--- src/rtl/ptc_pkg.sv ---
// ----------------------------------------------------------------------------
// Pulse train capture package
// Shared constants, codes and structs of the pulse train capture unit.
// ----------------------------------------------------------------------------
package ptc_pkg;

  localparam int BUFFER_DEPTH = 128;
  localparam int BUFFER_COUNT = 2;
  localparam int TICK_BITS    = 15;

  // Entry index within one buffer, entry count, and store address widths.
  localparam int IDX_W     = $clog2(BUFFER_DEPTH);
  localparam int CNT_W     = $clog2(BUFFER_DEPTH + 1);
  localparam int MEM_AW    = IDX_W + 1;
  localparam int MEM_DEPTH = BUFFER_COUNT << IDX_W;

  // Register field widths.
  localparam int PULSE_W = 15;
  localparam int EDGES_W = 8;
  localparam int DATA_W  = 15;
  localparam int LEN_W   = 8;
  localparam int RIDX_W  = 7;

  // Width in which tick counts, timeouts and pulse limits are compared.
  localparam int TMO_W = (TICK_BITS > PULSE_W) ? TICK_BITS : PULSE_W;

  localparam logic [TICK_BITS-1:0] TICK_MAX = {TICK_BITS{1'b1}};

  localparam logic [PULSE_W-1:0] MIN_PULSE_RST    = 15'd25;
  localparam logic [EDGES_W-1:0] MIN_EDGES_RST    = 8'd40;
  localparam logic [PULSE_W-1:0] IDLE_TIMEOUT_RST = 15'h7FFF;

  // Configuration port.
  localparam int CFG_AW = 4;
  localparam int CFG_DW = 32;

  typedef logic [1:0] reg_idx_t;
  localparam reg_idx_t REG_MIN_PULSE    = 2'd0;
  localparam reg_idx_t REG_MIN_EDGES    = 2'd1;
  localparam reg_idx_t REG_IDLE_TIMEOUT = 2'd2;

  typedef logic [1:0] mode_t;
  localparam mode_t MODE_TICK    = 2'd0;
  localparam mode_t MODE_READ    = 2'd1;
  localparam mode_t MODE_RELEASE = 2'd2;

  typedef struct packed {
    logic [PULSE_W-1:0] min_pulse;
    logic [EDGES_W-1:0] min_edges;
    logic [PULSE_W-1:0] idle_timeout;
  } cfg_t;

  typedef struct packed {
    logic             acquiring;
    logic             train_ready;
    logic [LEN_W-1:0] ready_length;
    logic             train_accepted;
    logic             train_discarded;
    logic             rd_hit;
  } stat_t;

endpackage

--- src/rtl/ptc_ram.sv ---
// ----------------------------------------------------------------------------
// Generic RAM
// Single write port, single read port with registered read data.
// ----------------------------------------------------------------------------
module ptc_ram #(
  parameter int WIDTH = 8,
  parameter int DEPTH = 16
) (
  input  logic                     clk,
  input  logic                     we,
  input  logic [$clog2(DEPTH)-1:0] waddr,
  input  logic [WIDTH-1:0]         wdata,
  input  logic                     re,
  input  logic [$clog2(DEPTH)-1:0] raddr,
  output logic [WIDTH-1:0]         rdata
);

  logic [WIDTH-1:0] mem [DEPTH];

  always_ff @(posedge clk) begin
    if (we) begin
      mem[waddr] <= wdata;
    end
    if (re) begin
      rdata <= mem[raddr];
    end
  end

endmodule

--- src/rtl/ptc_cfg.sv ---
// ----------------------------------------------------------------------------
// Pulse train capture configuration registers
// APB-style register file for pulse limit, edge count and idle timeout.
// ----------------------------------------------------------------------------
module ptc_cfg (
  input  logic                      clk,
  input  logic                      rst_n,
  input  logic                      cfg_psel,
  input  logic                      cfg_penable,
  input  logic                      cfg_pwrite,
  input  logic [ptc_pkg::CFG_AW-1:0] cfg_paddr,
  input  logic [ptc_pkg::CFG_DW-1:0] cfg_pwdata,
  output logic [ptc_pkg::CFG_DW-1:0] cfg_prdata,
  output logic                      cfg_pready,
  output ptc_pkg::cfg_t             cfg
);

  import ptc_pkg::*;

  logic [PULSE_W-1:0] min_pulse_r;
  logic [EDGES_W-1:0] min_edges_r;
  logic [PULSE_W-1:0] idle_timeout_r;
  reg_idx_t           idx;
  logic               wr_en;

  assign idx        = cfg_paddr[CFG_AW-1:2];
  assign wr_en      = cfg_psel && cfg_penable && cfg_pwrite;
  assign cfg_pready = 1'b1;

  always_ff @(posedge clk) begin
    if (!rst_n) begin
      min_pulse_r    <= MIN_PULSE_RST;
      min_edges_r    <= MIN_EDGES_RST;
      idle_timeout_r <= IDLE_TIMEOUT_RST;
    end else if (wr_en) begin
      case (idx)
        REG_MIN_PULSE:    min_pulse_r    <= cfg_pwdata[PULSE_W-1:0];
        REG_MIN_EDGES:    min_edges_r    <= cfg_pwdata[EDGES_W-1:0];
        REG_IDLE_TIMEOUT: idle_timeout_r <= cfg_pwdata[PULSE_W-1:0];
        default: ;
      endcase
    end
  end

  always_comb begin
    case (idx)
      REG_MIN_PULSE:    cfg_prdata = CFG_DW'(min_pulse_r);
      REG_MIN_EDGES:    cfg_prdata = CFG_DW'(min_edges_r);
      REG_IDLE_TIMEOUT: cfg_prdata = CFG_DW'(idle_timeout_r);
      default:          cfg_prdata = '0;
    endcase
  end

  assign cfg.min_pulse    = min_pulse_r;
  assign cfg.min_edges    = min_edges_r;
  assign cfg.idle_timeout = idle_timeout_r;

endmodule

--- src/rtl/ptc_ctrl.sv ---
// ----------------------------------------------------------------------------
// Pulse train capture control
// Edge detection, interval timing, buffer bookkeeping and store access.
// ----------------------------------------------------------------------------
module ptc_ctrl (
  input  logic                        clk,
  input  logic                        rst_n,
  input  logic                        item_valid,
  input  ptc_pkg::mode_t              mode,
  input  logic                        line_level,
  input  logic [ptc_pkg::RIDX_W-1:0]  read_index,
  input  ptc_pkg::cfg_t               cfg,
  output logic                        mem_we,
  output logic [ptc_pkg::MEM_AW-1:0]  mem_waddr,
  output logic [ptc_pkg::TICK_BITS-1:0] mem_wdata,
  output logic                        mem_re,
  output logic [ptc_pkg::MEM_AW-1:0]  mem_raddr,
  output ptc_pkg::stat_t              stat
);

  import ptc_pkg::*;

  logic [CNT_W-1:0]     cnt_r   [BUFFER_COUNT];
  logic [CNT_W-1:0]     cnt_nxt [BUFFER_COUNT];
  logic                 write_sel_r, write_sel_nxt;
  logic                 ready_sel_r, ready_sel_nxt;
  logic                 ready_valid_r, ready_valid_nxt;
  logic [TICK_BITS-1:0] tick_r, tick_nxt;
  logic [TMO_W-1:0]     timeout_r, timeout_nxt;
  logic                 expect_rise_r, expect_rise_nxt;
  logic                 last_level_r, last_level_nxt;
  logic                 acquire_r, acquire_nxt;
  logic [TICK_BITS-1:0] first_r, first_nxt;

  logic                 ws;
  logic                 rs;
  logic [CNT_W-1:0]     n;
  logic [CNT_W-1:0]     n1;
  logic [TICK_BITS-1:0] tick_inc;
  logic [TICK_BITS:0]   pair_sum;
  logic                 edge_hit;
  logic                 accepted;
  logic                 discarded;
  logic                 rd_hit;

  always_comb begin
    cnt_nxt         = cnt_r;
    write_sel_nxt   = write_sel_r;
    ready_sel_nxt   = ready_sel_r;
    ready_valid_nxt = ready_valid_r;
    tick_nxt        = tick_r;
    timeout_nxt     = timeout_r;
    expect_rise_nxt = expect_rise_r;
    last_level_nxt  = last_level_r;
    acquire_nxt     = acquire_r;
    first_nxt       = first_r;
    accepted        = 1'b0;
    discarded       = 1'b0;
    rd_hit          = 1'b0;
    mem_we          = 1'b0;
    mem_re          = 1'b0;

    ws        = write_sel_r;
    rs        = ready_sel_r;
    n         = cnt_r[ws];
    n1        = n + CNT_W'(1);
    tick_inc  = (tick_r != TICK_MAX) ? tick_r + TICK_BITS'(1) : tick_r;
    pair_sum  = {1'b0, first_r} + {1'b0, tick_inc};
    edge_hit  = expect_rise_r ? (!last_level_r && line_level)
                              : (last_level_r && !line_level);
    mem_waddr = {ws, n[IDX_W-1:0]};
    mem_wdata = tick_inc;
    mem_raddr = {rs, IDX_W'(read_index)};

    if (item_valid) begin
      case (mode)
        MODE_TICK: begin
          last_level_nxt = line_level;
          tick_nxt       = tick_inc;
          if (edge_hit) begin
            tick_nxt = '0;
            if (TMO_W'(tick_inc) < TMO_W'(cfg.min_pulse) ||
                n >= CNT_W'(BUFFER_DEPTH)) begin
              cnt_nxt[ws]     = '0;
              timeout_nxt     = TMO_W'(cfg.idle_timeout);
              expect_rise_nxt = 1'b1;
              acquire_nxt     = 1'b0;
              discarded       = 1'b1;
            end else begin
              mem_we = 1'b1;
              if (n == '0) begin
                first_nxt = tick_inc;
              end
              if (n1 >= CNT_W'(BUFFER_DEPTH)) begin
                cnt_nxt[ws]     = '0;
                timeout_nxt     = TMO_W'(cfg.idle_timeout);
                expect_rise_nxt = 1'b1;
                acquire_nxt     = 1'b0;
                discarded       = 1'b1;
              end else begin
                cnt_nxt[ws]     = n1;
                expect_rise_nxt = !expect_rise_r;
                // The second entry sets the timeout to the mean of the first two.
                if (n1 == CNT_W'(2)) begin
                  timeout_nxt = TMO_W'(pair_sum[TICK_BITS:1]);
                end else begin
                  acquire_nxt = 1'b1;
                end
              end
            end
          end else if (TMO_W'(tick_inc) >= timeout_r) begin
            tick_nxt = '0;
            if (EDGES_W'(n) > cfg.min_edges) begin
              ready_sel_nxt   = ws;
              ready_valid_nxt = 1'b1;
              write_sel_nxt   = !ws;
              cnt_nxt[!ws]    = '0;
              accepted        = 1'b1;
            end else begin
              discarded   = (n != '0);
              cnt_nxt[ws] = '0;
            end
            timeout_nxt     = TMO_W'(cfg.idle_timeout);
            expect_rise_nxt = 1'b1;
            acquire_nxt     = 1'b0;
          end
        end
        MODE_READ: begin
          mem_re = 1'b1;
          rd_hit = ready_valid_r && (LEN_W'(read_index) < LEN_W'(cnt_r[rs]));
        end
        MODE_RELEASE: begin
          if (ready_valid_r) begin
            cnt_nxt[rs]     = '0;
            ready_valid_nxt = 1'b0;
          end
        end
        default: ;
      endcase
    end
  end

  always_ff @(posedge clk) begin
    if (!rst_n) begin
      for (int i = 0; i < BUFFER_COUNT; i++) begin
        cnt_r[i] <= '0;
      end
      write_sel_r   <= 1'b0;
      ready_sel_r   <= 1'b0;
      ready_valid_r <= 1'b0;
      tick_r        <= '0;
      timeout_r     <= TMO_W'(IDLE_TIMEOUT_RST);
      expect_rise_r <= 1'b1;
      last_level_r  <= 1'b0;
      acquire_r     <= 1'b0;
    end else begin
      cnt_r         <= cnt_nxt;
      write_sel_r   <= write_sel_nxt;
      ready_sel_r   <= ready_sel_nxt;
      ready_valid_r <= ready_valid_nxt;
      tick_r        <= tick_nxt;
      timeout_r     <= timeout_nxt;
      expect_rise_r <= expect_rise_nxt;
      last_level_r  <= last_level_nxt;
      acquire_r     <= acquire_nxt;
    end
  end

  always_ff @(posedge clk) begin
    first_r <= first_nxt;
  end

  assign stat.acquiring       = acquire_nxt;
  assign stat.train_ready     = ready_valid_nxt;
  assign stat.ready_length    = ready_valid_nxt ? LEN_W'(cnt_nxt[ready_sel_nxt]) : '0;
  assign stat.train_accepted  = accepted;
  assign stat.train_discarded = discarded;
  assign stat.rd_hit          = rd_hit;

  // The ready buffer is never the one being filled.
  a_ready_apart: assert property (@(posedge clk) disable iff (!rst_n)
    ready_valid_r |-> (ready_sel_r != write_sel_r))
    else $error("ready buffer coincides with write buffer");

  // The write buffer is flushed before it can reach full depth.
  a_write_room: assert property (@(posedge clk) disable iff (!rst_n)
    cnt_r[write_sel_r] < CNT_W'(BUFFER_DEPTH))
    else $error("write buffer count reached full depth");

  // A store write never targets the buffer handed to the reader.
  a_write_target: assert property (@(posedge clk) disable iff (!rst_n)
    (mem_we && ready_valid_r) |-> (mem_waddr[MEM_AW-1] != ready_sel_r))
    else $error("store write into the ready buffer");

  // An accepted train clears the tick counter at the next edge.
  a_accept_clears: assert property (@(posedge clk) disable iff (!rst_n)
    accepted |=> (tick_r == '0 && ready_valid_r))
    else $error("train hand-over did not settle");

endmodule

--- src/rtl/pulse_train_capture_unit.sv ---
// ----------------------------------------------------------------------------
// Pulse train capture unit
// Double-buffered capture of infrared pulse trains from timer tick items.
// ----------------------------------------------------------------------------
// Usage:
//   The in_ channel carries one item per timer tick, buffer read or buffer
//   release; in_tuser holds the item kind. Every accepted item gives exactly
//   one result item on the out_ channel, in order.
//   Intervals live in a 2 x BUFFER_DEPTH entry store with a registered read;
//   all other state sits in flip-flops. A result appears in the cycle after
//   its item is accepted, and one item is taken per cycle when the receiver
//   keeps out_tready high. Read data comes straight from the store's read
//   register, which is loaded alongside the output register.
//   When the receiver stalls, the pending result holds and in_tready falls
//   until it is taken.
//   Reset is synchronous: counts, selects, flags, tick and timeout return to
//   their defaults; first-interval and result registers are not reset. Store
//   contents are not cleared; an entry is only returned when it lies below its
//   buffer's count, so no clearing pass is needed and items are taken right after reset.
//   Configuration is written over the cfg_ APB port while the unit is idle.
// ----------------------------------------------------------------------------
module pulse_train_capture_unit (
  input  logic                       clk,
  input  logic                       rst_n,
  input  logic                       in_tvalid,
  output logic                       in_tready,
  // [0] line_level, [7:1] read_index
  input  logic [7:0]                 in_tdata,
  // [1:0] mode
  input  logic [1:0]                 in_tuser,
  output logic                       out_tvalid,
  input  logic                       out_tready,
  // [0] acquiring, [1] train_ready, [9:2] ready_length, [24:10] read_data,
  // [25] train_accepted, [26] train_discarded, [31:27] zero
  output logic [31:0]                out_tdata,
  input  logic                       cfg_psel,
  input  logic                       cfg_penable,
  input  logic                       cfg_pwrite,
  input  logic [ptc_pkg::CFG_AW-1:0] cfg_paddr,
  input  logic [ptc_pkg::CFG_DW-1:0] cfg_pwdata,
  output logic [ptc_pkg::CFG_DW-1:0] cfg_prdata,
  output logic                       cfg_pready
);

  import ptc_pkg::*;

  cfg_t                 cfg;
  stat_t                stat;
  stat_t                stat_r;
  logic                 out_valid_r;
  logic                 accept;
  logic                 mem_we;
  logic                 mem_re;
  logic [MEM_AW-1:0]    mem_waddr;
  logic [MEM_AW-1:0]    mem_raddr;
  logic [TICK_BITS-1:0] mem_wdata;
  logic [TICK_BITS-1:0] mem_rdata;
  logic [DATA_W-1:0]    read_data;

  assign in_tready = !out_valid_r || out_tready;
  assign accept    = in_tvalid && in_tready;

  ptc_cfg u_cfg (
    .clk         (clk),
    .rst_n       (rst_n),
    .cfg_psel    (cfg_psel),
    .cfg_penable (cfg_penable),
    .cfg_pwrite  (cfg_pwrite),
    .cfg_paddr   (cfg_paddr),
    .cfg_pwdata  (cfg_pwdata),
    .cfg_prdata  (cfg_prdata),
    .cfg_pready  (cfg_pready),
    .cfg         (cfg)
  );

  ptc_ctrl u_ctrl (
    .clk        (clk),
    .rst_n      (rst_n),
    .item_valid (accept),
    .mode       (in_tuser),
    .line_level (in_tdata[0]),
    .read_index (in_tdata[7:1]),
    .cfg        (cfg),
    .mem_we     (mem_we),
    .mem_waddr  (mem_waddr),
    .mem_wdata  (mem_wdata),
    .mem_re     (mem_re),
    .mem_raddr  (mem_raddr),
    .stat       (stat)
  );

  // The store is read only on accepted items, so its read register holds
  // the pending result's data through a stall.
  ptc_ram #(
    .WIDTH (TICK_BITS),
    .DEPTH (MEM_DEPTH)
  ) u_store (
    .clk   (clk),
    .we    (mem_we),
    .waddr (mem_waddr),
    .wdata (mem_wdata),
    .re    (mem_re),
    .raddr (mem_raddr),
    .rdata (mem_rdata)
  );

  always_ff @(posedge clk) begin
    if (!rst_n) begin
      out_valid_r <= 1'b0;
    end else if (in_tready) begin
      out_valid_r <= in_tvalid;
    end
  end

  always_ff @(posedge clk) begin
    if (accept) begin
      stat_r <= stat;
    end
  end

  assign read_data  = stat_r.rd_hit ? DATA_W'(mem_rdata) : '0;
  assign out_tvalid = out_valid_r;
  assign out_tdata  = {5'b0, stat_r.train_discarded, stat_r.train_accepted, read_data,
                       stat_r.ready_length, stat_r.train_ready, stat_r.acquiring};

endmodule
--- config.mk ---
export PLATFORM = sky130hd
export DESIGN_NAME = pulse_train_capture_unit
export DESIGN_NICKNAME = d
export VERILOG_FILES = /design/src/rtl/ptc_pkg.sv /design/src/rtl/ptc_ram.sv /design/src/rtl/ptc_cfg.sv /design/src/rtl/ptc_ctrl.sv /design/src/rtl/pulse_train_capture_unit.sv
export SDC_FILE = /design/constraint.sdc
export NUM_CORES = 2
export LEC_CHECK = 0
export ABC_CLOCK_PERIOD_IN_PS = 16500
export CAP_MARGIN = 20
export CORE_MARGIN = 2
export CORE_UTILIZATION = 45
export CTS_CLUSTER_DIAMETER = 50
export DETAILED_ROUTE_END_ITERATION = 12
export DONT_BUFFER_PORTS = 1
export GPL_TIMING_DRIVEN = 0
export PLACE_DENSITY = 0.67
export RECOVER_POWER = 25
export SETUP_SLACK_MARGIN = 0.2
export SLEW_MARGIN = 20
export SYNTH_ARGS = -nofsm -noshare
export SYNTH_HDL_FRONTEND = slang
export SYNTH_SLANG_ARGS = --single-unit
--- constraint.sdc ---
create_clock -name clk -period 16.5 [get_ports clk]
set_clock_uncertainty 0.2 [all_clocks]
set_input_delay 1.65 -clock clk [delete_from_list [all_inputs] [get_ports clk]]
set_output_delay 1.65 -clock clk [all_outputs]
set_load 0.01 [all_outputs]
==> results.py <==
metrics = {
    "status": {
        "outcome": "finished, violations left",
        "violations": "capacitance limit, slew limit",
    },
    "floorplan": {
        "die_area_um2": 349100,
        "core_area_um2": 343000,
        "die_y_um": 590.8,
        "start_util": 0.4518,
        "rows": 215,
        "io_pins": 120,
        "die_w_um": 590.8,
    },
    "setup_path": {
        "rr_worst_depth": 15,
        "path_cells": "nand4_1, nor4_1, mux2_1, buf_16, ha_1, a21bo_2, nor3_1, mux2i_1, a221oi_1, o41a_1, buf_2, nor3_1, nand2_1, clkbuf_2, nor2_2",
        "path_class": "reg -> reg",
        "crit_path_max_fanout": 106,
        "cp_common_cell": "nor3_1",
        "required_ns": 16.84,
        "arrival_ns": 11.93,
        "endpoint_kind": "flip-flop",
        "cp-start-kind": "flip-flop",
        "cp_slowest_stage_delay_ns": 3.39,
        "cp_slowest_cell": "mux2_1",
    },
    "cells_and_area": {
        "area_growth_pct": 15.38,
        "drive_gt1_frac": 0.3283,
        "fillCellCount": 25919,
        "fin_nets": 7654,
        "multi_input_area_um2": 35470,
        "regArea_um2": 118400,
    },
    "cts": {
        "clk_latency_ns": 0.92,
        "postCtsHoldBufs": 0,
        "cts.htree.levels": 5,
        "clockBufferDepth": 4,
        "cts_sinks": 3974,
        "clockRootBuffer": "clkbuf_16",
        "post-cts-setup-buffers": 0,
        "post_cts_resized": 0,
        "cts_buffers": 398,
        "clk_pin_slew_worst_paths_ns": 0.06,
        "cts_tree": "done",
    },
    "timing": {
        "fin_crit_sh": 0.7025,
        "fmax_ghz": 0.08627,
        "finalWorstSetupSlack_ns": 4.909,
        "drv_slew": 528,
        "rsz0062_at_grt": "false",
        "finalHoldViolCount": 0,
        "fin_setup_tns_ns": 0,
        "worstMarginPinSlew_ns": 4.489,
        "relSlewSlack": -1.993,
        "min_period_ns": 11.59,
        "finalSetupViolCount": 0,
    },
    "synth": {
        "yosys-top-cells-area": "edfxtp_1 (75%), mux4_2 (19%), dfxtp_1 (1.2%)",
        "postSynthCellCount": 6730,
        "yosys_most_used_dff": "edfxtp_1",
        "synthArstFlopShare": 0,
        "synth_largest_area_cell": "edfxtp_1",
        "syn_avg_cell_area_um2": 23.03,
        "synth_top_area_frac": 0.7524,
        "ys_types": 69,
        "synth-seq-area-share": 0.7642,
        "synth_edf_count": 3883,
        "syn_area_um2": 155000,
        "ys_ff_latch": 3974,
        "synth_warnings": 0,
    },
    "placed_design": {
        "dpl_worst_slack_ns": 8.407,
        "place.gp.congestion": 0.9127,
        "portBuffers": 0,
        "dp_hpwl_um": 301400,
    },
    "detailed_routing": {
        "drt.antenna.violating_nets": 0,
        "dr_wl_met3_um": 51360,
        "avgRoutedWirePerCell_um": 33.71,
        "vias": 76945,
        "drtIter0Drc": 11896,
        "highest_layer": "met5",
        "wl_met1_um": 158500,
        "drc": 0,
        "vias_per_cell": 6.187,
        "dr_wl_met2_um": 191800,
        "first_pass_iters": 7,
        "drt_wl_total_um": 419300,
    },
    "grt": {
        "grt_pass1_wl_um": 583600,
        "gr-total-overflow": 0,
        "grt_pass1_vias": 75524,
        "grt_max_degree": 107,
        "antenna_found_initial": 37,
        "grt.total_usage": 0.2388,
    },
    "power": {
        "p_clk_frac": 0.436,
        "p_int_uw": 16230,
        "p_sw_frac": 0.2053,
        "powerDensity_nw_per_um2": 114.2,
        "vdd_drop_max_mv": 0.09992,
        "p_comb_frac": 0.029,
        "leakagePower_uw": 0.06110,
        "p_switching_uw": 4193,
        "seq_power_share": 0.535,
        "power.total_uw": 20420,
    },
    "job": {
        "max_cap_viol_count": 12,
    },
    "min_path": {
        "min_path_cells": 2,
        "hold_class": "reg -> reg",
    },
}
critical path: cells and delay by family (launching register included):
family,cells,cell delay [ns]
compound gates,3,0.67
mux,2,3.56
buf+inv,3,1.26
fa+ha+maj,1,0.26
simple gates,6,4.61
flops,1,0.55
registers in the layout, summed over array words and instances (netlist names), 15 cells and up:
register and count:
u_cfg.idle_timeout_r 15, u_store.rdata 15, u_ctrl.tick_r 15, u_store.mem 3840, u_ctrl.first_r 15, u_ctrl.cnt_r 16, u_ctrl.timeout_r 15, u_cfg.min_pulse_r 15
synthesized netlist by cell type (all sizes together) (4+ instances only):
| master | number |
|---|---|
| and2 | 29 |
| mux2i | 44 |
| nor4 | 13 |
| a221o | 5 |
| nor2 | 311 |
| a31oi | 4 |
| nor2b | 12 |
| ha | 62 |
| a32o | 4 |
| nor3 | 29 |
| a211oi | 4 |
| o21ai | 38 |
| mux4 | 1275 |
| o22ai | 4 |
| buf | 159 |
| dfxtp | 91 |
| nor3b | 6 |
| xor2 | 6 |
| a21o | 11 |
| or3 | 11 |
| nand4 | 16 |
| or4 | 4 |
| xnor2 | 21 |
| nand2b | 12 |
| and3 | 9 |
| nand3 | 46 |
| a22o | 5 |
| nand3b | 8 |
| a21oi | 59 |
| o211ai | 17 |
| o21a | 10 |
| nand2 | 183 |
| a32oi | 4 |
| edfxtp | 3883 |
| inv | 60 |
| mux2 | 4 |
| clkbuf | 225 |
final cells by class:
type                            count  share of cell area
Buffer                            384            0.009510
Sequential cell                  3974              0.6623
Inverter                           60            0.001260
Clock inverter                    248             0.01317
Timing Repair Buffer              387             0.02521
Tap cell                         4557             0.03189
Multi-Input combinational cell   2333              0.1984
Antenna cell                       21           0.0002939
Clock buffer                      472             0.05797
per-stage QoR:
| stage | cell area (um2) | hold slack [ns] | std cells | utilization |
|---|---|---|---|---|
| CTS | 180200 | 0.2761 | 12415 | 0.5253 |
| finish | 178800 | 0.2730 | 12436 | 0.5213 |
| floorplan | 155000 | 0.2389 | 6751 | - |
| detailed placement | 167400 | 0.2631 | 11695 | 0.4882 |
| global placement | 160700 | 0.2636 | 11308 | 0.4687 |
| global route | 178800 | 0.3056 | 12416 | 0.5212 |
worst paths after layout:
check	from	end	slack [ns]
worst min-delay path	u_ctrl.timeout_r[14]	u_ctrl.timeout_r[14]	0.27
worst min register to register	u_ctrl.timeout_r[14]	u_ctrl.timeout_r[14]	0.27
worst max-delay path	u_ctrl.tick_r[7]	u_store.mem[222][6]	4.91
worst max register to register	u_ctrl.tick_r[7]	u_store.mem[222][6]	4.91
power groups by stage:
stage                     logic [uW]  registers [uW]  clock network, uW
after detailed placement         596           11100                  0
after global routing             615           10900               9340
after floorplan                  365           11100                  0
after CTS                        597           10900               8970
after global placement           573           11200                  0
final                            594           10900               8900
placed cells by master, fill, tap and decap left out, types with 60 or more instances in the layout:
master | Yosys | layout
buf_6 | 1 | 195
nor2_1 | 311 | 63
edfxtp_1 | 3883 | 3883
nor2_2 | 0 | 248
clkinv_2 | 0 | 67
mux4_2 | 1275 | 1275
clkbuf_16 | 0 | 404
nand2_1 | 183 | 167
ha_1 | 62 | 62
buf_2 | 64 | 76
clkbuf_1 | 225 | 347
dfxtp_1 | 91 | 91
inv_1 | 60 | 60
clkinv_1 | 0 | 84
layer usage:
metal,vias up,global-route usage
met3,729,0.06820
met1,41050,0.3328
li1,30331,-
met2,4823,0.3612
met5,-,0
met4,12,0.08756
cell families after synthesis:
family,Yosys count,share of synthesized area
other,2,0.00004846
multiplexers,1323,0.1884
AND/OR/NAND/NOR,697,0.01992
XOR/XNOR,27,0.001526
AO/OA/AOI/OAI,200,0.008583
adder cells (fa/ha/maj),63,0.005135
flip-flops,3974,0.7642
buffers and inverters,444,0.01217
Note: power is estimated with default switching activity, not from simulation.
